`config.mk`:
```
export PLATFORM = sky130hd
export DESIGN_NAME = accumulator_controller_execute_core_flat
export DESIGN_NICKNAME = d
export VERILOG_FILES = /design/src/rtl/ace_pkg.sv /design/src/rtl/ace_channel_if.sv /design/src/rtl/ace_exec.sv /design/src/rtl/accumulator_controller_execute_core.sv /design/src/flat_wrapper.sv
export SDC_FILE = /design/constraint.sdc
export NUM_CORES = 1
export LEC_CHECK = 0
export BUFFER_PORTS_ARGS = -buffer_cell sky130_fd_sc_hd__buf_2
export CORE_MARGIN = 1
export CORE_UTILIZATION = 25
export DETAILED_ROUTE_END_ITERATION = 8
export PLACE_DENSITY = 0.4
export SETUP_SLACK_MARGIN = 0.2
export SLEW_MARGIN = 20
export SYNTH_ARGS = -nofsm -noshare
export SYNTH_HDL_FRONTEND = slang
export SYNTH_SLANG_ARGS = --single-unit
```
`constraint.sdc`:
```
create_clock -name clock -period 7.3 [get_ports clock]
set_clock_uncertainty 0.1 [all_clocks]
set_input_delay 0 -clock clock [delete_from_list [all_inputs] [get_ports clock]]
set_output_delay 0 -clock clock [all_outputs]
set_load 0.005 [all_outputs]
```
`src/rtl/ace_pkg.sv`:
```
// ----------------------------------------------------------------------------
// ace_pkg
// Shared types, widths and instruction codes of the accumulator controller
// execute core.
// ----------------------------------------------------------------------------
package ace_pkg;

   // Architectural widths.
   localparam int ACE_D_W     = 8;   // data and accumulator width
   localparam int ACE_D_ADR_W = 6;   // data memory address width
   localparam int ACE_PC_W    = 10;  // program counter width
   localparam int ACE_IRQ_W   = 2;   // number of interrupt vector slots
   localparam int ACE_MEM_DEPTH = 1 << ACE_D_ADR_W;

   // Word field widths.
   localparam int ACE_KIND_W  = 5;
   localparam int ACE_FETCH_W = 4;
   localparam int ACE_VEC_W   = (ACE_PC_W < ACE_D_W) ? ACE_PC_W : ACE_D_W;

   // Configuration port.
   localparam int ACE_CSR_IDX_W  = 1;
   localparam int ACE_CSR_DATA_W = 8;
   localparam logic [ACE_CSR_IDX_W-1:0] CSR_TIMER_VEC = 1'd0;
   localparam logic [ACE_CSR_IDX_W-1:0] CSR_EXT_VEC   = 1'd1;

   // Derived constants.
   localparam logic [ACE_D_W-1:0] ACE_D_MAX = ACE_D_W'((1 << ACE_D_W) - 1);
   localparam logic [ACE_D_ADR_W-1:0] ACE_CFG_SLOT =
      ACE_D_ADR_W'((1 << ACE_D_ADR_W) - ACE_IRQ_W - 1);
   localparam logic [ACE_PC_W-1:0] ACE_VEC_MASK = ACE_PC_W'((1 << ACE_VEC_W) - 1);

   // Instruction codes.
   localparam logic [ACE_KIND_W-1:0] K_LDI   = 5'd0;
   localparam logic [ACE_KIND_W-1:0] K_CMPI  = 5'd1;
   localparam logic [ACE_KIND_W-1:0] K_ADDI  = 5'd2;
   localparam logic [ACE_KIND_W-1:0] K_SUBI  = 5'd3;
   localparam logic [ACE_KIND_W-1:0] K_LD    = 5'd4;
   localparam logic [ACE_KIND_W-1:0] K_ST    = 5'd5;
   localparam logic [ACE_KIND_W-1:0] K_STL   = 5'd6;
   localparam logic [ACE_KIND_W-1:0] K_CST   = 5'd7;
   localparam logic [ACE_KIND_W-1:0] K_CSTL  = 5'd8;
   localparam logic [ACE_KIND_W-1:0] K_LIS   = 5'd9;
   localparam logic [ACE_KIND_W-1:0] K_LISL  = 5'd10;
   localparam logic [ACE_KIND_W-1:0] K_LDS   = 5'd11;
   localparam logic [ACE_KIND_W-1:0] K_LDSL  = 5'd12;
   localparam logic [ACE_KIND_W-1:0] K_DBNE  = 5'd13;
   localparam logic [ACE_KIND_W-1:0] K_BNE   = 5'd14;
   localparam logic [ACE_KIND_W-1:0] K_SLEEP = 5'd15;

   // One instruction word as it enters the core.
   typedef struct packed {
      logic [ACE_KIND_W-1:0]  kind;
      logic [ACE_D_W-1:0]     immediate;
      logic [ACE_D_ADR_W-1:0] mem_address;
      logic [ACE_FETCH_W-1:0] fetch_words;
      logic                   wake_timer;
      logic                   wake_external;
   } ace_item_type;

   // Architectural state held in flip-flops.
   typedef struct packed {
      logic [ACE_PC_W-1:0]    pc;
      logic [ACE_D_W-1:0]     acc;
      logic                   carry;
      logic                   zero;
      logic [ACE_D_ADR_W-1:0] mptr;
      logic                   cfg_seen;
   } ace_arch_type;

   // Result word.
   typedef struct packed {
      logic [ACE_PC_W-1:0]    next_pc;
      logic [ACE_D_W-1:0]     accumulator_out;
      logic                   carry_out;
      logic                   zero_out;
      logic                   store_valid;
      logic [ACE_D_ADR_W-1:0] store_addr;
      logic [ACE_D_W-1:0]     store_data;
      logic                   first_config_done;
      logic                   still_asleep;
   } ace_result_type;

   // True for the variants that reuse the stored memory pointer.
   function automatic logic ace_uses_mptr(input logic [ACE_KIND_W-1:0] kind);
      return (kind == K_STL) || (kind == K_CSTL) || (kind == K_LISL) ||
             (kind == K_LDSL);
   endfunction

endpackage

```
`src/rtl/ace_channel_if.sv`:
```
// ----------------------------------------------------------------------------
// ace_channel_if
// Valid/ready channels of the execute core: instruction words in, result
// words out.
// ----------------------------------------------------------------------------
interface ace_req_if;
   logic                                valid;
   logic                                ready;
   logic [ace_pkg::ACE_KIND_W-1:0]      kind;
   logic [ace_pkg::ACE_D_W-1:0]         immediate;
   logic [ace_pkg::ACE_D_ADR_W-1:0]     mem_address;
   logic [ace_pkg::ACE_FETCH_W-1:0]     fetch_words;
   logic                                wake_timer;
   logic                                wake_external;

   modport source (output valid, kind, immediate, mem_address, fetch_words,
                   wake_timer, wake_external, input ready);
   modport sink   (input valid, kind, immediate, mem_address, fetch_words,
                   wake_timer, wake_external, output ready);
endinterface

interface ace_rsp_if;
   logic                                valid;
   logic                                ready;
   logic [ace_pkg::ACE_PC_W-1:0]        next_pc;
   logic [ace_pkg::ACE_D_W-1:0]         accumulator_out;
   logic                                carry_out;
   logic                                zero_out;
   logic                                store_valid;
   logic [ace_pkg::ACE_D_ADR_W-1:0]     store_addr;
   logic [ace_pkg::ACE_D_W-1:0]         store_data;
   logic                                first_config_done;
   logic                                still_asleep;

   modport source (output valid, next_pc, accumulator_out, carry_out, zero_out,
                   store_valid, store_addr, store_data, first_config_done,
                   still_asleep, input ready);
   modport sink   (input valid, next_pc, accumulator_out, carry_out, zero_out,
                   store_valid, store_addr, store_data, first_config_done,
                   still_asleep, output ready);
endinterface

```
`src/rtl/ace_exec.sv`:
```
// ----------------------------------------------------------------------------
// ace_exec
// Combinational execute unit: applies one instruction to the architectural
// state and the data memory read word, giving the next state and the result.
// ----------------------------------------------------------------------------
module ace_exec (
   input  ace_pkg::ace_item_type            item,
   input  ace_pkg::ace_arch_type            arch,
   input  logic [ace_pkg::ACE_D_W-1:0]      mem_rdata,
   input  logic [ace_pkg::ACE_D_W-1:0]      timer_vec,
   input  logic [ace_pkg::ACE_D_W-1:0]      ext_vec,
   output ace_pkg::ace_arch_type            arch_next,
   output ace_pkg::ace_result_type          result
);
   import ace_pkg::*;

   logic [ACE_PC_W-1:0] pc_adv;
   logic [ACE_D_W:0]    acc_ext;
   logic [ACE_D_W:0]    imm_ext;
   logic [ACE_D_W:0]    rd_ext;
   logic [ACE_D_W:0]    res;
   logic                res_we;
   logic                store;
   logic                asleep;
   logic                zero_new;

   assign pc_adv  = arch.pc + ACE_PC_W'(item.fetch_words);
   assign acc_ext = {1'b0, arch.acc};
   assign imm_ext = {1'b0, item.immediate};
   assign rd_ext  = {1'b0, mem_rdata};

   // Operation decode and accumulator arithmetic.
   always_comb begin
      arch_next = arch;
      arch_next.pc = pc_adv;
      res    = '0;
      res_we = 1'b0;
      store  = 1'b0;
      asleep = 1'b0;
      unique case (item.kind)
         K_LDI: begin
            res = imm_ext;
            res_we = 1'b1;
         end
         K_CMPI: begin
            arch_next.zero = (arch.acc == item.immediate);
         end
         K_ADDI: begin
            res = acc_ext + imm_ext;
            res_we = 1'b1;
         end
         K_SUBI: begin
            res = acc_ext - imm_ext;
            res_we = 1'b1;
         end
         K_LD: begin
            arch_next.mptr = item.mem_address;
            res = rd_ext;
            res_we = 1'b1;
         end
         K_ST: begin
            arch_next.mptr = item.mem_address;
            store = 1'b1;
         end
         K_STL: begin
            store = 1'b1;
         end
         K_CST: begin
            arch_next.mptr = item.mem_address;
            res_we = 1'b1;
            store = 1'b1;
         end
         K_CSTL: begin
            res_we = 1'b1;
            store = 1'b1;
         end
         K_LIS: begin
            arch_next.mptr = item.mem_address;
            res = rd_ext + 1'b1;
            res_we = 1'b1;
            store = 1'b1;
         end
         K_LISL: begin
            res = rd_ext + 1'b1;
            res_we = 1'b1;
            store = 1'b1;
         end
         K_LDS: begin
            arch_next.mptr = item.mem_address;
            res = rd_ext - 1'b1;
            res_we = 1'b1;
            store = 1'b1;
         end
         K_LDSL: begin
            res = rd_ext - 1'b1;
            res_we = 1'b1;
            store = 1'b1;
         end
         K_DBNE: begin
            res = acc_ext - 1'b1;
            res_we = 1'b1;
         end
         K_BNE: begin
         end
         K_SLEEP: begin
            // The timer wake wins; with no wake pending the pc holds.
            if (item.wake_timer) begin
               arch_next.pc = (pc_adv & ~ACE_VEC_MASK) |
                              (ACE_PC_W'(timer_vec) & ACE_VEC_MASK);
            end else if (item.wake_external) begin
               arch_next.pc = (pc_adv & ~ACE_VEC_MASK) |
                              (ACE_PC_W'(ext_vec) & ACE_VEC_MASK);
            end else begin
               arch_next.pc = arch.pc;
               asleep = 1'b1;
            end
         end
         default: begin
         end
      endcase

      if (res_we) begin
         arch_next.acc   = res[ACE_D_W-1:0];
         arch_next.carry = res[ACE_D_W];
         arch_next.zero  = (res[ACE_D_W-1:0] == '0);
      end

      // Branches look at the zero flag after a possible decrement.
      zero_new = arch_next.zero;
      if (((item.kind == K_DBNE) || (item.kind == K_BNE)) && !zero_new) begin
         arch_next.pc = pc_adv + ACE_PC_W'(item.immediate);
      end

      if (store && (arch_next.mptr == ACE_CFG_SLOT)) begin
         arch_next.cfg_seen = 1'b1;
      end
   end

   // Result word.
   always_comb begin
      result.next_pc           = arch_next.pc;
      result.accumulator_out   = arch_next.acc;
      result.carry_out         = arch_next.carry;
      result.zero_out          = arch_next.zero;
      result.store_valid       = store;
      result.store_addr        = store ? arch_next.mptr : '0;
      result.store_data        = store ? arch_next.acc : '0;
      result.first_config_done = arch_next.cfg_seen;
      result.still_asleep      = asleep;
   end

endmodule

```
`src/rtl/accumulator_controller_execute_core.sv`:
```
// ----------------------------------------------------------------------------
// accumulator_controller_execute_core
// Executes one fetched instruction of the accumulator controller per word,
// with the data memory held in a synchronous RAM with a registered read.
// ----------------------------------------------------------------------------
// Path: the input buffer loads at the accepting edge; the memory read is
// registered with the word, then the execute writes the output register.
// A new word is buffered while one executes, but its memory read waits for
// the execute and write-back of the previous instruction.
// Reset: synchronous, active high; clears pc, accumulator, flags, pointer,
// the sticky configuration flag, wake vectors and all valid bits. The data
// memory is not cleared.
module accumulator_controller_execute_core (
   input  logic                                  clock,
   input  logic                                  reset,
   ace_req_if.sink                               req_ch,
   ace_rsp_if.source                             rsp_ch,
   input  logic                                  csr_we,
   input  logic [ace_pkg::ACE_CSR_IDX_W-1:0]     csr_index,
   input  logic [ace_pkg::ACE_CSR_DATA_W-1:0]    csr_wdata
);
   import ace_pkg::*;

   localparam logic ST_IDLE = 1'b0;
   localparam logic ST_EXEC = 1'b1;

   logic [ACE_D_W-1:0]     timer_vec_ff;
   logic [ACE_D_W-1:0]     ext_vec_ff;

   logic                   ib_valid_ff;
   ace_item_type           ib_item_ff;
   ace_item_type           req_item;

   logic                   st_ff;
   logic                   st_in;
   ace_item_type           ex_item_ff;

   ace_arch_type           arch_ff;
   ace_arch_type           arch_in;
   ace_result_type         result;

   logic [ACE_D_W-1:0]     dmem [ACE_MEM_DEPTH];
   logic [ACE_D_W-1:0]     rdata_ff;
   logic [ACE_D_ADR_W-1:0] rd_addr;

   logic                   rsp_valid_ff;
   ace_result_type         rsp_data_ff;

   logic                   req_fire;
   logic                   issue;
   logic                   ex_fire;

   // Handshake decode.
   assign issue    = ib_valid_ff && (st_ff == ST_IDLE);
   assign ex_fire  = (st_ff == ST_EXEC) && (!rsp_valid_ff || rsp_ch.ready);
   assign req_fire = req_ch.valid && req_ch.ready;
   assign req_ch.ready = !ib_valid_ff || issue;

   // Wake vector registers.
   always_ff @(posedge clock) begin
      if (reset) begin
         timer_vec_ff <= '0;
         ext_vec_ff   <= '0;
      end else if (csr_we) begin
         unique case (csr_index)
            CSR_TIMER_VEC: timer_vec_ff <= csr_wdata;
            CSR_EXT_VEC:   ext_vec_ff   <= csr_wdata;
            default: begin
            end
         endcase
      end
   end

   // Input buffer takes a new word while the previous one executes.
   always_comb begin
      req_item.kind          = req_ch.kind;
      req_item.immediate     = req_ch.immediate;
      req_item.mem_address   = req_ch.mem_address;
      req_item.fetch_words   = req_ch.fetch_words;
      req_item.wake_timer    = req_ch.wake_timer;
      req_item.wake_external = req_ch.wake_external;
   end

   always_ff @(posedge clock) begin
      if (reset) begin
         ib_valid_ff <= 1'b0;
      end else if (req_fire) begin
         ib_valid_ff <= 1'b1;
      end else if (issue) begin
         ib_valid_ff <= 1'b0;
      end
   end

   always_ff @(posedge clock) begin
      if (req_fire) begin
         ib_item_ff <= req_item;
      end
   end

   // Two-phase sequencer: read the memory, then execute and write back.
   always_comb begin
      st_in = st_ff;
      unique case (st_ff)
         ST_IDLE: if (issue) st_in = ST_EXEC;
         ST_EXEC: if (ex_fire) st_in = ST_IDLE;
         default: st_in = ST_IDLE;
      endcase
   end

   always_ff @(posedge clock) begin
      if (reset) begin
         st_ff <= ST_IDLE;
      end else begin
         st_ff <= st_in;
      end
   end

   always_ff @(posedge clock) begin
      if (issue) begin
         ex_item_ff <= ib_item_ff;
      end
   end

   // The pointer is final here, since the previous word has been written back.
   assign rd_addr = ace_uses_mptr(ib_item_ff.kind) ? arch_ff.mptr : ib_item_ff.mem_address;

   // Data memory: one read port, one write port.
   always_ff @(posedge clock) begin
      if (issue) begin
         rdata_ff <= dmem[rd_addr];
      end
   end

   always_ff @(posedge clock) begin
      if (ex_fire && result.store_valid) begin
         dmem[result.store_addr] <= result.store_data;
      end
   end

   // Execute unit.
   ace_exec u_exec (
      .item      (ex_item_ff),
      .arch      (arch_ff),
      .mem_rdata (rdata_ff),
      .timer_vec (timer_vec_ff),
      .ext_vec   (ext_vec_ff),
      .arch_next (arch_in),
      .result    (result)
   );

   always_ff @(posedge clock) begin
      if (reset) begin
         arch_ff <= '0;
      end else if (ex_fire) begin
         arch_ff <= arch_in;
      end
   end

   // Output register.
   always_ff @(posedge clock) begin
      if (reset) begin
         rsp_valid_ff <= 1'b0;
      end else if (ex_fire) begin
         rsp_valid_ff <= 1'b1;
      end else if (rsp_ch.ready) begin
         rsp_valid_ff <= 1'b0;
      end
   end

   always_ff @(posedge clock) begin
      if (ex_fire) begin
         rsp_data_ff <= result;
      end
   end

   assign rsp_ch.valid             = rsp_valid_ff;
   assign rsp_ch.next_pc           = rsp_data_ff.next_pc;
   assign rsp_ch.accumulator_out   = rsp_data_ff.accumulator_out;
   assign rsp_ch.carry_out         = rsp_data_ff.carry_out;
   assign rsp_ch.zero_out          = rsp_data_ff.zero_out;
   assign rsp_ch.store_valid       = rsp_data_ff.store_valid;
   assign rsp_ch.store_addr        = rsp_data_ff.store_addr;
   assign rsp_ch.store_data        = rsp_data_ff.store_data;
   assign rsp_ch.first_config_done = rsp_data_ff.first_config_done;
   assign rsp_ch.still_asleep      = rsp_data_ff.still_asleep;

   // The configuration flag never clears once set.
   a_cfg_sticky: assert property (@(posedge clock) disable iff (reset)
      arch_ff.cfg_seen |=> arch_ff.cfg_seen)
      else $error("configuration flag cleared");

   // A buffered word always moves on to the execute phase.
   a_issue_exec: assert property (@(posedge clock) disable iff (reset)
      issue |=> (st_ff == ST_EXEC))
      else $error("issued word did not reach execute");

   // Every executed word shows up as a valid result.
   a_exec_result: assert property (@(posedge clock) disable iff (reset)
      ex_fire |=> rsp_valid_ff)
      else $error("executed word produced no result");

   // Architectural state only changes when a word executes.
   a_arch_hold: assert property (@(posedge clock) disable iff (reset)
      !ex_fire |=> $stable(arch_ff))
      else $error("state changed without execution");

endmodule
```
`src/flat_wrapper.sv`:
```
// flat-port wrapper written by rule: the top's interface ports become plain ports
module accumulator_controller_execute_core_flat import ace_pkg::*;
  (clock, reset, csr_we, csr_index, csr_wdata, req_ch_valid, req_ch_kind, req_ch_immediate, req_ch_mem_address, req_ch_fetch_words, req_ch_wake_timer, req_ch_wake_external, req_ch_ready, rsp_ch_valid, rsp_ch_next_pc, rsp_ch_accumulator_out, rsp_ch_carry_out, rsp_ch_zero_out, rsp_ch_store_valid, rsp_ch_store_addr, rsp_ch_store_data, rsp_ch_first_config_done, rsp_ch_still_asleep, rsp_ch_ready);
  ace_req_if req_ch_i ();
  ace_rsp_if rsp_ch_i ();
  input  logic clock;
  input  logic reset;
  input  logic csr_we;
  input  logic [ace_pkg::ACE_CSR_IDX_W-1:0] csr_index;
  input  logic [ace_pkg::ACE_CSR_DATA_W-1:0] csr_wdata;
  input wire logic [$bits(req_ch_i.valid)-1:0] req_ch_valid;
  input wire logic [$bits(req_ch_i.kind)-1:0] req_ch_kind;
  input wire logic [$bits(req_ch_i.immediate)-1:0] req_ch_immediate;
  input wire logic [$bits(req_ch_i.mem_address)-1:0] req_ch_mem_address;
  input wire logic [$bits(req_ch_i.fetch_words)-1:0] req_ch_fetch_words;
  input wire logic [$bits(req_ch_i.wake_timer)-1:0] req_ch_wake_timer;
  input wire logic [$bits(req_ch_i.wake_external)-1:0] req_ch_wake_external;
  output wire logic [$bits(req_ch_i.ready)-1:0] req_ch_ready;
  output wire logic [$bits(rsp_ch_i.valid)-1:0] rsp_ch_valid;
  output wire logic [$bits(rsp_ch_i.next_pc)-1:0] rsp_ch_next_pc;
  output wire logic [$bits(rsp_ch_i.accumulator_out)-1:0] rsp_ch_accumulator_out;
  output wire logic [$bits(rsp_ch_i.carry_out)-1:0] rsp_ch_carry_out;
  output wire logic [$bits(rsp_ch_i.zero_out)-1:0] rsp_ch_zero_out;
  output wire logic [$bits(rsp_ch_i.store_valid)-1:0] rsp_ch_store_valid;
  output wire logic [$bits(rsp_ch_i.store_addr)-1:0] rsp_ch_store_addr;
  output wire logic [$bits(rsp_ch_i.store_data)-1:0] rsp_ch_store_data;
  output wire logic [$bits(rsp_ch_i.first_config_done)-1:0] rsp_ch_first_config_done;
  output wire logic [$bits(rsp_ch_i.still_asleep)-1:0] rsp_ch_still_asleep;
  input wire logic [$bits(rsp_ch_i.ready)-1:0] rsp_ch_ready;
  assign req_ch_i.valid = req_ch_valid;
  assign req_ch_i.kind = req_ch_kind;
  assign req_ch_i.immediate = req_ch_immediate;
  assign req_ch_i.mem_address = req_ch_mem_address;
  assign req_ch_i.fetch_words = req_ch_fetch_words;
  assign req_ch_i.wake_timer = req_ch_wake_timer;
  assign req_ch_i.wake_external = req_ch_wake_external;
  assign req_ch_ready = req_ch_i.ready;
  assign rsp_ch_valid = rsp_ch_i.valid;
  assign rsp_ch_next_pc = rsp_ch_i.next_pc;
  assign rsp_ch_accumulator_out = rsp_ch_i.accumulator_out;
  assign rsp_ch_carry_out = rsp_ch_i.carry_out;
  assign rsp_ch_zero_out = rsp_ch_i.zero_out;
  assign rsp_ch_store_valid = rsp_ch_i.store_valid;
  assign rsp_ch_store_addr = rsp_ch_i.store_addr;
  assign rsp_ch_store_data = rsp_ch_i.store_data;
  assign rsp_ch_first_config_done = rsp_ch_i.first_config_done;
  assign rsp_ch_still_asleep = rsp_ch_i.still_asleep;
  assign rsp_ch_i.ready = rsp_ch_ready;
  accumulator_controller_execute_core u_core (.clock(clock), .reset(reset), .req_ch(req_ch_i), .rsp_ch(rsp_ch_i), .csr_we(csr_we), .csr_index(csr_index), .csr_wdata(csr_wdata));
endmodule
```
======== Word level (Yosys, flattened, before mapping) ========
Memories as Yosys holds them, arrays and structs flattened. A register that Yosys moved wholly into a read port is not among the register bits.
Cells that the tools add are included.
W data, S select, Z words.
word-level totals
  register bits after elaboration ......... 133
  bits in latches ......................... 0
  bits in writable memories ............... 512
  ROM bits ................................ 0
  input bits .............................. 39
  output and inout port bits .............. 39
  word-level logic and storage cells ...... 117
  memories kept ........................... 1
memories
  name         words  width  rd ports  clocked after memory_dff  wr ports  RTL line                                   RTL
  u_core.dmem  64     8      1         1                         1         accumulator_controller_execute_core.sv:42  logic [ACE_D_W-1:0] dmem [ACE_MEM_DEPTH];
cells by class
  add/subtract/negate cells ............... 7
  multipliers ............................. 0
  div/mod/pow operators ................... 0
  magnitude comparators ................... 0
  equality and inequality tests ........... 21
  shifts and indexed selects .............. 0
  mux-type cells .......................... 24
  bitwise operators ....................... 5
  reductions and logical operators ........ 27
operators with widths
  kind                   number
  $pmux W9 S7            1
  $eq A5 B4 Y1 const B   11
  $mux W10               5
  $eq A5 B3 Y1 const B   5
  $or A10 B8 Y10         2
  $mux W6                3
  $sub A8 B1 Y9 const B  2
  $mux W1                13
  $reduce_or A11 Y1      1
  $add A10 B4 Y10        1
  $add A10 B8 Y10        1
  $eq A5 B2 Y1 const B   2
  $add A8 B1 Y9 const B  1
  $add A8 B8 Y9          1
  $sub A8 B8 Y9          1
  $eq A8 B8 Y1           1
  $logic_not A8 Y1       1
  $mux W8                1
  $reduce_or A8 Y1       1
  $eq A6 B6 Y1 const B   1
  $logic_and A1 B1 Y1    6
  $logic_or A1 B1 Y1     6
  $reduce_or A2 Y1       3
  $eq A5 B1 Y1 const B   1
  other kinds (7)        13

======== Depth between registers and ports, before layout ========
Gate-level depths: netlist of the first run.
  depth after elaboration ................. 8
  gate-level depth with buffers ........... 18
  mapped depth without buffers ............ 15

======== Modules after synthesis ========
Synthesis of the first run repeated with hierarchy kept, for this count alone.
unflattened totals
  cell total of the unflattened synthesis .. 2,043
  area, all modules ....................... 27,546.4 µm²
modules (own cells, without submodules)
  module                               instances  cells each  area an instance (µm²)  sequential area each (µm²)
  accumulator_controller_execute_core  1          1,622       24,544.8                19,148.4
  ace_exec                             1          421         3,001.6                 0.0

======== Least setup slack after synthesis of the first run ========
No wires, ideal clock.
  path kind ............................... register to register
  start point ............................. reg u_core.ex_item_ff[22] (netlist bit)
  end point ............................... mem u_core.dmem[0][6], data pin
  library setup time ...................... 0.504 ns
  data arrival time ....................... 4.753 ns
  data required time ...................... 6.696 ns
  slack ................................... 1.943 ns
  stages on the path, launching flop included .. 16
  path buffers ............................ 3
  period minus slack after synthesis ...... 5.357 ns
  path through ............................ edfxtp_1 -> buf_6 -> buf_2 -> or4b_2 -> clkbuf_1 -> nand2_1 -> ha_1 -> inv_1 -> fa_1 -> a21o_1 -> a221oi_1 -> xnor2_1 -> o22ai_1 -> a211o_1 -> a21oi_1 -> nor2_1
RTL lines
  element                 RTL line                                    RTL
  from (decl)             accumulator_controller_execute_core.sv:36   ace_item_type ex_item_ff;
  from (signal assigned)  accumulator_controller_execute_core.sv:120  ex_item_ff <= ib_item_ff;
  to (decl)               accumulator_controller_execute_core.sv:42

==> reports/qor.txt, run 1 <==
CP endpoint kind: register
DRC viols: 0
CP startpoint kind: register
port bufs: 77
max cap viols: 0
Synth Cell Area: 0.0272 sq mm
dominant synthesized flop cell: edfxtp_1
synth cell count leaders: edfxtp_1 (607), nor2_1 (134), mux4_2 (128)
worst vdd ir: 0.150 mV
H-tree Lvls: 3
YS warnings: 0
slew of the pin with the lowest slew margin: 1130 ps
xor and xnor area share after synthesis: 0.0103
Leak: 0.0106 uW
post-synthesis compound-gate area fraction: 0.0659
sequential fraction of the synthesis area: 0.703
most area-consuming cells after synthesis: edfxtp_1 (67%), mux4_2 (11%), dfxtp_1 (3.4%)
Seq. cell area: 0.0191 sq mm
Max Root-Sink Buffers: 3
initial antenna violation count: 4
DRT Pass-1 Iters: 5
max-slew violations: 0
largest net degree at the start of global routing: 80
adder-cell share of the synthesized area: 0.0207
first-pass GRT wire length: 112 mm
multi-input logic area: 0.00777 sq mm
GRT Overall Usage: 0.137
combinational family with the most area after synthesis: multiplexers
final setup TNS: 0 ps
DRT iter0 DRCs: 1022
die area: 0.110 sq mm
Post-CTS Setup Bufs: 0
Final Power: 8760 uW
floorplan die height: 332 um
CP top delay family: compound AO/OA/AOI/OAI gates
GRT Residual Overflow: 0
Seq cells post-synth: 653
Avg WL per Cell: 23.3 um
drt total wl: 75.4 mm
CTS Buf Count: 74
ant diodes: 0
number of global-route vias before repair: 15.9k
slowest cell on the critical path: edfxtp_1
RSZ-0062 raised after global routing: false
Slew headroom: 0.248
PwrDens: 269 mW/mm^2
Post-Synth Simple-Gate Area: 0.0607
clock-pin slew on the worst setup and hold paths: 60 ps
Final Cycle Share: 0.716
Ports: 78
area grow syn2layout: 19.5%
EDFF count, synth: 607
GP Congestion: 0.794
min Tclk post-route: 5230 ps
HPWL Detailed: 48.2 mm
syn_nets: 1688
Filler cells: 10.6k
Fmax achieved: 191 MHz
top-count cell post-synth: edfxtp_1
latest clock arrival within the worst-skew pair: 630 ps
kind of critical path: reg2reg
fraction of layout cells with a size suffix above 1: 0.214
mux cell area share after synthesis: 0.123
vias per cell: 4.71
Site Rows: 120
asr flop ratio synth: 0
crit path cell chain: or4b_2 -> nand2_1 -> ha_1 -> inv_1 -> fa_1 -> a21o_1 -> a221oi_1 -> xnor2_1 -> o22ai_1 -> a211o_1 -> nand3b_1 -> o31ai_4 -> mux2i_1 -> o211a_1
CP max stage delay: 920 ps
Net count, final: 1863
Critical Path RT: 7710 ps
Synth top area share: 0.669
CP Max Fanout: 24
status: complete, no violations
CTS sink cnt: 653
WP buf/inv: 1
CTS Hold Bufs: 67
via count: 15.3k
core area: 0.108 sq mm
Post-CTS Resized: 0
Root Buffer: clkbuf_16
Hold Vio Cnt, Final: 0
worst min path class: in2reg
Yosys cell types: 77
post-route ant nets: 0
Mapped Cells: 1607
post-layout util: 0.303
Starting Density: 0.253
leading area contributor after synthesis: edfxtp_1
TritonCTS clock tree: built
CP arrival: 5640 ps
final setup vio count: 0
syn avg cell area: 17.0 sq um
Die W: 332 um
-- where the power goes --
group	internal (uW)	switching [uW]	leakage (uW)	total (uW)
clock network	2200	1560	0.00119	3750
registers	4150	54.2	0.00578	4210
logic	321	484	0.00362	804
total	6670	2090	0.0106	8760
-- cell usage in the layout, fill, tap and decap left out, types with 7 or more instances in the layout --
cell type | netlist | final
mux4_2 | 128 | 128
ha_1 | 37 | 37
nand3_1 | 22 | 22
nand2b_1 | 14 | 14
nor3_1 | 17 | 13
buf_4 | 2 | 24
mux2i_1 | 39 | 37
or3_1 | 8 | 8
edfxtp_1 | 607 | 607
nor2b_1 | 8 | 7
nand2_1 | 74 | 74
xor2_1 | 8 | 8
a221oi_1 | 21 | 21
clkbuf_1 | 44 | 9
inv_1 | 37 | 37
clkinv_1 | 1 | 8
clkbuf_16 | 0 | 75
bufinv_16 | 0 | 8
mux2_2 | 7 | 7
and3_1 | 10 | 10
a22oi_1 | 40 | 40
nand4_1 | 8 | 8
o21ai_0 | 25 | 25
o21a_1 | 8 | 8
a22o_1 | 16 | 16
nor2_1 | 134 | 121
a21o_1 | 11 | 11
buf_2 | 21 | 77
a21oi_1 | 60 | 60
o211ai_1 | 7 | 7
dfxtp_1 | 46 | 46
o221ai_1 | 9 | 9
a211oi_1 | 13 | 13
nand3b_1 | 7 | 7
xnor2_1 | 24 | 24
nor2_4 | 0 | 9
dlygate4sd3_1 | 0 | 67
clkinv_2 | 0 | 18
-- stage by stage --
step	hold slack, ps	instance area (sq um)	setup WS [ps]	std cells
2_1_floorplan	-1.13	27200	1940	1607
3_3_place_gp	79.7	29400	2190	3040
6_report	25.9	32600	2070	3240
4_1_cts	8.30	32600	2060	3240
3_5_place_dp	78.6	29500	2110	3042
5_1_grt	3.02	32600	1810	3240
-- registers in the layout, indices dropped and copies added (netlist names), 6 cells and up --
name                           flops
u_core.arch_ff                    27
u_core.dmem                      512
u_core.ex_item_ff                 25
u_core.ext_vec_ff                  8
u_core.ib_item_ff                 25
u_core.rdata_ff                    8
u_core.rsp_ch.accumulator_out      8
u_core.rsp_ch.next_pc             10
u_core.rsp_ch.store_addr           6
u_core.rsp_ch.store_data           8
u_core.timer_vec_ff                8
-- worst reg2reg max path, delay by kind of cell, from the launching register on --
family / cells / cell delay [ps]
fa+ha+maj: 2 / 580
flops: 1 / 920
buf+inv: 1 / 50
compound gates: 6 / 1860
mux: 1 / 210
xor+xnor: 1 / 170
simple gates: 3 / 1210
-- area by class of cell --
type	count	area share
sequential	653	0.588
multi-input combinational	843	0.239
clock buffer	86	0.0595
clock inverter	45	0.0149
tap	1403	0.0539
timing repair buffer	172	0.0409
inverter	38	0.00442
-- kinds of logic (layout without fill, tap and decap cells) --
logic type,after synthesis,in the layout
muxes,174,174
AOI/OAI and AO/OA,253,253
xor gates and xnor gates,32,32
DFF,653,653
and+or+nand+nor,342,342
buffers and inverters,111,341
adders and majority gates,42,42
-- metal layers --
metal  vias to the layer above  share of wire  track usage
li1                       6820              -            -
met1                      8038           0.46        0.187
met2                       315           0.48        0.225
met3                        97          0.042       0.0255
met4                         0          0.020       0.0343
met5                         -              0            0
-- worst paths after layout --
| kind | start | endpoint | slack, ps | cells after the start |
|---|---|---|---|---|
| setup reg to reg | u_core.ex_item_ff[22] | u_core.arch_ff[23] | 2070 | 14 |
| setup / recovery | u_core.ex_item_ff[22] | u_core.arch_ff[23] | 2070 | 14 |
| hold / removal | req_ch_kind[4] | u_core.ib_item_ff[24] | 30 | 2 |
| hold reg to reg | u_core.ib_item_ff[15] | u_core.ex_item_ff[15] | 320 | 0 |
No activity file was read; power rests on OpenSTA's default activity.
==> run 2, diff against run 1 <==
- clock period: 7.3 -> 5 ns (I/O delays scaled with it)
==> run 2 against run 1 <==
Sequential share of layout area decreased by 1.0 points. Global-route usage grew 0.14 points. Critical path depth grew 1. First-iteration DRC count rose by 14%. Worst hold slack worse by 5.1 ps.
==> reports/qor.txt, run 2 (synthesis gave the netlist of run 1 again) <==
final setup TNS: 0 ps (unchanged)
GRT Residual Overflow: 0 (unchanged)
hold depth: 2 (unchanged)
max cap viols: 0 (unchanged)
Comb power frac: 0.098 (+0.006)
port bufs: 77 (unchanged)
initial antenna violation count: 3 (-1)
Biggest register: u_core.dmem
first-pass GRT wire length: 113 mm (+0.86%)
H-tree Lvls: 3 (unchanged)
CTS Buf Count: 76 (+2.7%)
HPWL Detailed: 50.0 mm (+3.9%)
Filler cells: 10.5k (-0.40%)
most common cell after layout, fill and taps aside: edfxtp_1
routing usage on met3: 0.0254 (-0.0000584)
GP Congestion: 0.796 (+0.16%)
number of global-route vias before repair: 16.1k (+1.8%)
R2R Path Start: u_core.ex_item_ff[23]
worst hold endpoint: u_core.ib_item_ff[21]
Avg WL per Cell: 23.2 um (-0.24%)
die area: 0.110 sq mm (unchanged)
Leak: 0.0110 uW (+3.6%)
RR Endpoint: u_core.arch_ff[21]
CP endpoint kind: register
DRT Pass-1 Iters: 5 (unchanged)
DRC viols: 0 (unchanged)
max reg flops: 512 (unchanged)
Net Sw Frac: 0.240 (+0.000802)
floorplan die height: 332 um (unchanged)
min Tclk post-route: 4480 ps (-745 ps)
Clock Power Share: 0.417 (-0.011)
M2 GR Usage: 0.225 (about the same)
core area: 0.108 sq mm (unchanged)
via count: 15.6k (+2.3%)
GR peak layer: met2
Final Cycle Share: 0.896 (+0.180)
sw power: 3030 uW (+45%)
worst vdd ir: 0.214 mV (+42%)
kind of critical path: reg2reg
Net count, final: 1944 (+4.3%)
latest clock arrival within the worst-skew pair: 630 ps (about the same)
CP startpoint kind: register
post-route ant nets: 0 (unchanged)
clock-pin slew on the worst setup and hold paths: 60 ps (about the same)
biggest regs: u_core.dmem x512, u_core.arch_ff x27
CP Max Fanout: 14 (-42%)
largest net degree at the start of global routing: 73 (-8.8%)
met1 Track Usage GR: 0.189 (+0.00133)
worst min path class: in2reg
final hold slack: 20.8 ps (-5.09 ps)
Site Rows: 120 (unchanged)
GRT Overall Usage: 0.139 (+0.00138)
vias per cell: 4.69 (-0.42%)
TritonCTS clock tree: built
Slew headroom: 0.343 (+0.0952)
Post-CTS Setup Bufs: 0 (unchanged)
max-slew violations: 0 (unchanged)
DRT iter0 DRCs: 1162 (+14%)
Die W: 332 um (unchanged)
hold path start: req_ch_kind[1]
drt total wl: 77.3 mm (+2.5%)
Internal Power: 9600 uW (+44%)
Fmax achieved: 223 MHz (+17%)
Reg power frac: 0.486 (+0.006)
Hold Vio Cnt, Final: 0 (unchanged)
Critical Path RT: 5410 ps (-2300 ps)
CTS sink cnt: 653 (unchanged)
Starting Density: 0.253 (unchanged)
reg2reg path depth: 15 (+1)
area grow syn2layout: 21.6%
PwrDens: 381 mW/mm^2 (+42%)
FF-to-FF setup slack: 520 ps (-1560 ps)
final setup vio count: 0 (unchanged)
fraction of layout cells with a size suffix above 1: 0.238 (+0.0241)
status: complete, no violations
slew of the pin with the lowest slew margin: 981 ps (-145 ps)
most frequent cells in the layout: edfxtp_1 (607), mux4_2 (128), nor2_1 (122), buf_4 (94)
Max Root-Sink Buffers: 3 (unchanged)
Root Buffer: clkbuf_16
CP arrival: 4890 ps (-750 ps)
Ports: 78 (unchanged)
RSZ-0062 raised after global routing: false
## run 2: worst max-delay path by stage
stage                          start                  endpoint  cells past startpoint
2_1_floorplan  u_core.ex_item_ff[22]         u_core.dmem[0][6]                     15
3_3_place_gp   u_core.ex_item_ff[23]  u_core.rsp_ch.next_pc[9]                     15
3_5_place_dp   u_core.ex_item_ff[23]        u_core.arch_ff[21]                     15
4_1_cts        u_core.ex_item_ff[23]        u_core.arch_ff[21]                     15
5_1_grt        u_core.ex_item_ff[21]        u_core.dmem[30][7]                     15
6_report       u_core.ex_item_ff[23]        u_core.arch_ff[21]                     15
## run 2: metrics by stage
stage	total power, uW	setup slack (ps)	utilization	area [sq um]	instances
after floorplan	6960	329	-	27300	1607
after global placement	7450	434	0.280	30100	3119
after detailed placement	7460	407	0.280	30100	3119
after CTS	12800	394	0.308	33100	3327
after global routing	13100	227	0.308	33100	3327
final	12600	518	0.308	33100	3329
## run 2: layout make-up
| cell class | instances | area, sq um | share of cell area |
|---|---|---|---|
| well taps | 1403 | 1760 | 0.0530 |
| diodes | 2 | 5.00 | 0.000151 |
| multi-input cells | 843 | 7750 | 0.234 |
| clock inverters | 36 | 290 | 0.00876 |
| inverters | 38 | 144 | 0.00434 |
| clock buffers | 103 | 2040 | 0.0617 |
| flip-flops and latches | 653 | 19100 | 0.578 |
| repair buffers | 251 | 2000 | 0.0604 |
## run 2: worst max-delay path: stages, from the launching register on
cell and delay (ps):
edfxtp_1 340, nand2_1 100, or4b_2 800, nand2_1 160, ha_1 160, inv_1 60
fa_1 420, a21o_1 200, a221oi_2 280, xnor2_1 170, o22ai_1 90, a211o_1 340
nand3b_1 240, o31a_2 450, and3_1 180, a311o_1 270
## run 2: per-layer routing
layer,routed length (um),up-vias,share of wire
li1,-,7016,-
met1,35300,8148,0.46
met2,36600,360,0.47
met3,3630,100,0.047
met4,1810,0,0.023
met5,0,-,0
## run 2: repair_timing
item	in CTS	in global routing
setup endpoints to repair	0	6
resized for setup	0	2
hold endpoints to repair	62	0
hold buffers	69	0
## run 2: power by group through the flow
stage	logic [uW]	clock network, uW	registers [uW]
3_3_place_gp	1200	0	6250
3_5_place_dp	1210	0	6250
2_1_floorplan	744	0	6210
6_report	1240	5260	6130
4_1_cts	1260	5430	6130
5_1_grt	1340	5610	6140
==> run 3, diff against run 2 <==
==> constraint.sdc (replaced) <==
create_clock -name clock -period 5 [get_ports clock]
set_clock_uncertainty 0.1 [all_clocks]
set_input_delay 0.75 -clock clock [delete_from_list [all_inputs] [get_ports clock]]
set_output_delay 0.75 -clock clock [all_outputs]
set_load 0.005 [all_outputs]
==> run 3 against run 2 <==
Cell area fell by 2.0%. Die area unchanged. Maximum frequency grew 0.17%. Core utilization shrank 0.62 points. Count of clock-buffer cells in the layout shrank 12. Wire length about the same. Critical endpoint unchanged.
==> reports/qor.txt, run 3 (synthesis gave the netlist of run 1 again) <==
max cap viols: 0 (unchanged)
via count: 15.3k (-2.0%)
max-slew violations: 0 (unchanged)
H-tree Lvls: 3 (unchanged)
Filler cells: 10.6k (+0.60%)
DRT Pass-1 Iters: 5 (unchanged)
Clock Power Share: 0.420 (+0.003)
FF-to-FF setup slack: 530 ps (about the same)
first-pass GRT wire length: 112 mm (-0.34%)
drt total wl: 77.3 mm (about the same)
sw power: 3050 uW (+0.87%)
Post-CTS Setup Bufs: 0 (unchanged)
Fmax achieved: 223 MHz (+0.17%)
kind of critical path: reg2reg
Root Buffer: clkbuf_16
Internal Power: 9590 uW (-0.15%)
final setup TNS: 0 ps (unchanged)
worst min path class: in2reg
CP endpoint: u_core.arch_ff[21]
Site Rows: 120 (unchanged)
status: complete, no violations
met1 Track Usage GR: 0.192 (+0.00358)
R2R Path Start: u_core.ex_item_ff[20]
routing usage on met3: 0.0230 (-0.00239)
clock-pin slew on the worst setup and hold paths: 60 ps (about the same)
min Tclk post-route: 4470 ps (-7.64 ps)
largest net degree at the start of global routing: 73 (unchanged)
Ports: 78 (unchanged)
Post-CTS Resized: 0 (unchanged)
GRT Residual Overflow: 0 (unchanged)
CTS Hold Bufs: 0 (-100%)
max reg flops: 512 (unchanged)
pre-CTS setup slack: 337 ps (-70.2 ps)
fraction of layout cells with a size suffix above 1: 0.249 (+0.0114)
die area: 0.110 sq mm (unchanged)
most common cell after layout, fill and taps aside: edfxtp_1
Final Cycle Share: 0.895 (-0.00153)
final setup vio count: 0 (unchanged)
number of global-route vias before repair: 15.8k (-2.4%)
Net count, final: 1881 (-3.2%)
area grow syn2layout: 19.2%
Biggest register: u_core.dmem
Hold Vio Cnt, Final: 0 (unchanged)
post-layout util: 0.302 (-0.00619)
Starting Density: 0.253 (unchanged)
GRT Overall Usage: 0.139 (+0.000446)
final worst slack: 525 ps (+7.64 ps)
CP arrival: 4870 ps (-20 ps)
initial antenna violation count: 1 (-2)
Die W: 332 um (unchanged)
RSZ-0062 raised after global routing: false
slew of the pin with the lowest slew margin: 1020 ps (+41.4 ps)
HPWL Detailed: 50.3 mm (+0.42%)
core area: 0.108 sq mm (unchanged)
DRT iter0 DRCs: 1155 (-0.60%)
Leak: 0.0107 uW (-2.6%)
Slew headroom: 0.318 (-0.0252)
final hold slack: 206 ps (+185 ps)
biggest regs: u_core.dmem x512, u_core.arch_ff x27
Comb power frac: 0.095 (-0.003)
vias per cell: 4.70 (+0.13%)
CTS Buf Count: 74 (-2.6%)
Reg power frac: 0.485 (about the same)
Net Sw Frac: 0.242 (+0.00185)
M2 GR Usage: 0.225 (about the same)
DRC viols: 0 (unchanged)
PwrDens: 389 mW/mm^2 (+2.1%)
latest clock arrival within the worst-skew pair: 620 ps (about the same)
worst vdd ir: 0.273 mV (+28%)
CP startpoint kind: register
GP Congestion: 0.814 (+2.3%)
Critical Path RT: 5390 ps (-20 ps)
Max Root-Sink Buffers: 3 (unchanged)
most frequent cells in the layout: edfxtp_1 (607), mux4_2 (128), nor2_1 (122), buf_4 (104), buf_2 (77)
CP endpoint kind: register
Avg WL per Cell: 23.7 um (+2.2%)
RR Endpoint: u_core.arch_ff[21]
port bufs: 77 (unchanged)
CTS sink cnt: 653 (unchanged)
CP Max Fanout: 14 (unchanged)
floorplan die height: 332 um (unchanged)
GR peak layer: met2
ant diodes: 0 (-2)
TritonCTS clock tree: built
reg2reg path depth: 15 (unchanged)
post-route ant nets: 0 (unchanged)
worst setup path startpoint: u_core.ex_item_ff[20]
[run 3: final cells by class]
cell class / instances / area [sq um] / share of cell area
clock buffer: 91 / 1960 / 0.0603
timing repair buffer: 190 / 1350 / 0.0415
multi-input combinational: 843 / 7750 / 0.239
clock inverter: 41 / 380 / 0.0117
tap: 1403 / 1760 / 0.0540
sequential: 653 / 19100 / 0.590
inverter: 38 / 144 / 0.00443
[run 3: worst max-delay path: stages, from the launching register on]
cell and delay, ps:
edfxtp_1 340, nand2_1 100, or4b_2 690, nand2_1 130, ha_1 150, inv_1 50
fa_1 430, a21o_1 190, a221oi_1 370, xnor2_1 170, o22ai_1 90, a211o_1 340
nand3b_1 250, o31a_1 460, and3_1 220, a311o_1 260
[run 3: power groups by stage]
stage	Sequential, uW	Combinational [uW]	Clock (uW)
2_1_floorplan	6210	744	0
3_3_place_gp	6250	1210	0
3_5_place_dp	6250	1220	0
4_1_cts	6130	1220	5480
5_1_grt	6140	1300	5660
6_report	6130	1200	5310
[run 3: metrics by stage]
stage	std cells	instance area, sq um	power, uW
floorplan	1607	27300	6960
global placement	3126	30100	7460
detailed placement	3126	30100	7460
CTS	3258	32500	12800
global route	3259	32500	13100
finish	3259	32500	12600
[run 3: metal layers]
metal / vias to the layer above / wire [um]
li1: 6856 / -
met1: 8044 / 35600
met2: 317 / 36900
met3: 99 / 3020
met4: 0 / 1820
met5: - / 0
[run 3: how the worst min path moves through the flow]
stage	slack, ps	end	start	cells past startpoint
6_report	210	u_core.ib_item_ff[2]	req_ch_fetch_words[0]	1
5_1_grt	180	u_core.ib_item_ff[23]	req_ch_kind[3]	1
4_1_cts	160	u_core.ib_item_ff[23]	req_ch_kind[3]	1
3_5_place_dp	310	u_core.ex_item_ff[19]	u_core.ib_item_ff[19]	0
3_3_place_gp	300	u_core.ex_item_ff[19]	u_core.ib_item_ff[19]	0
2_1_floorplan	300	u_core.ex_item_ff[0]	u_core.ib_item_ff[0]	0
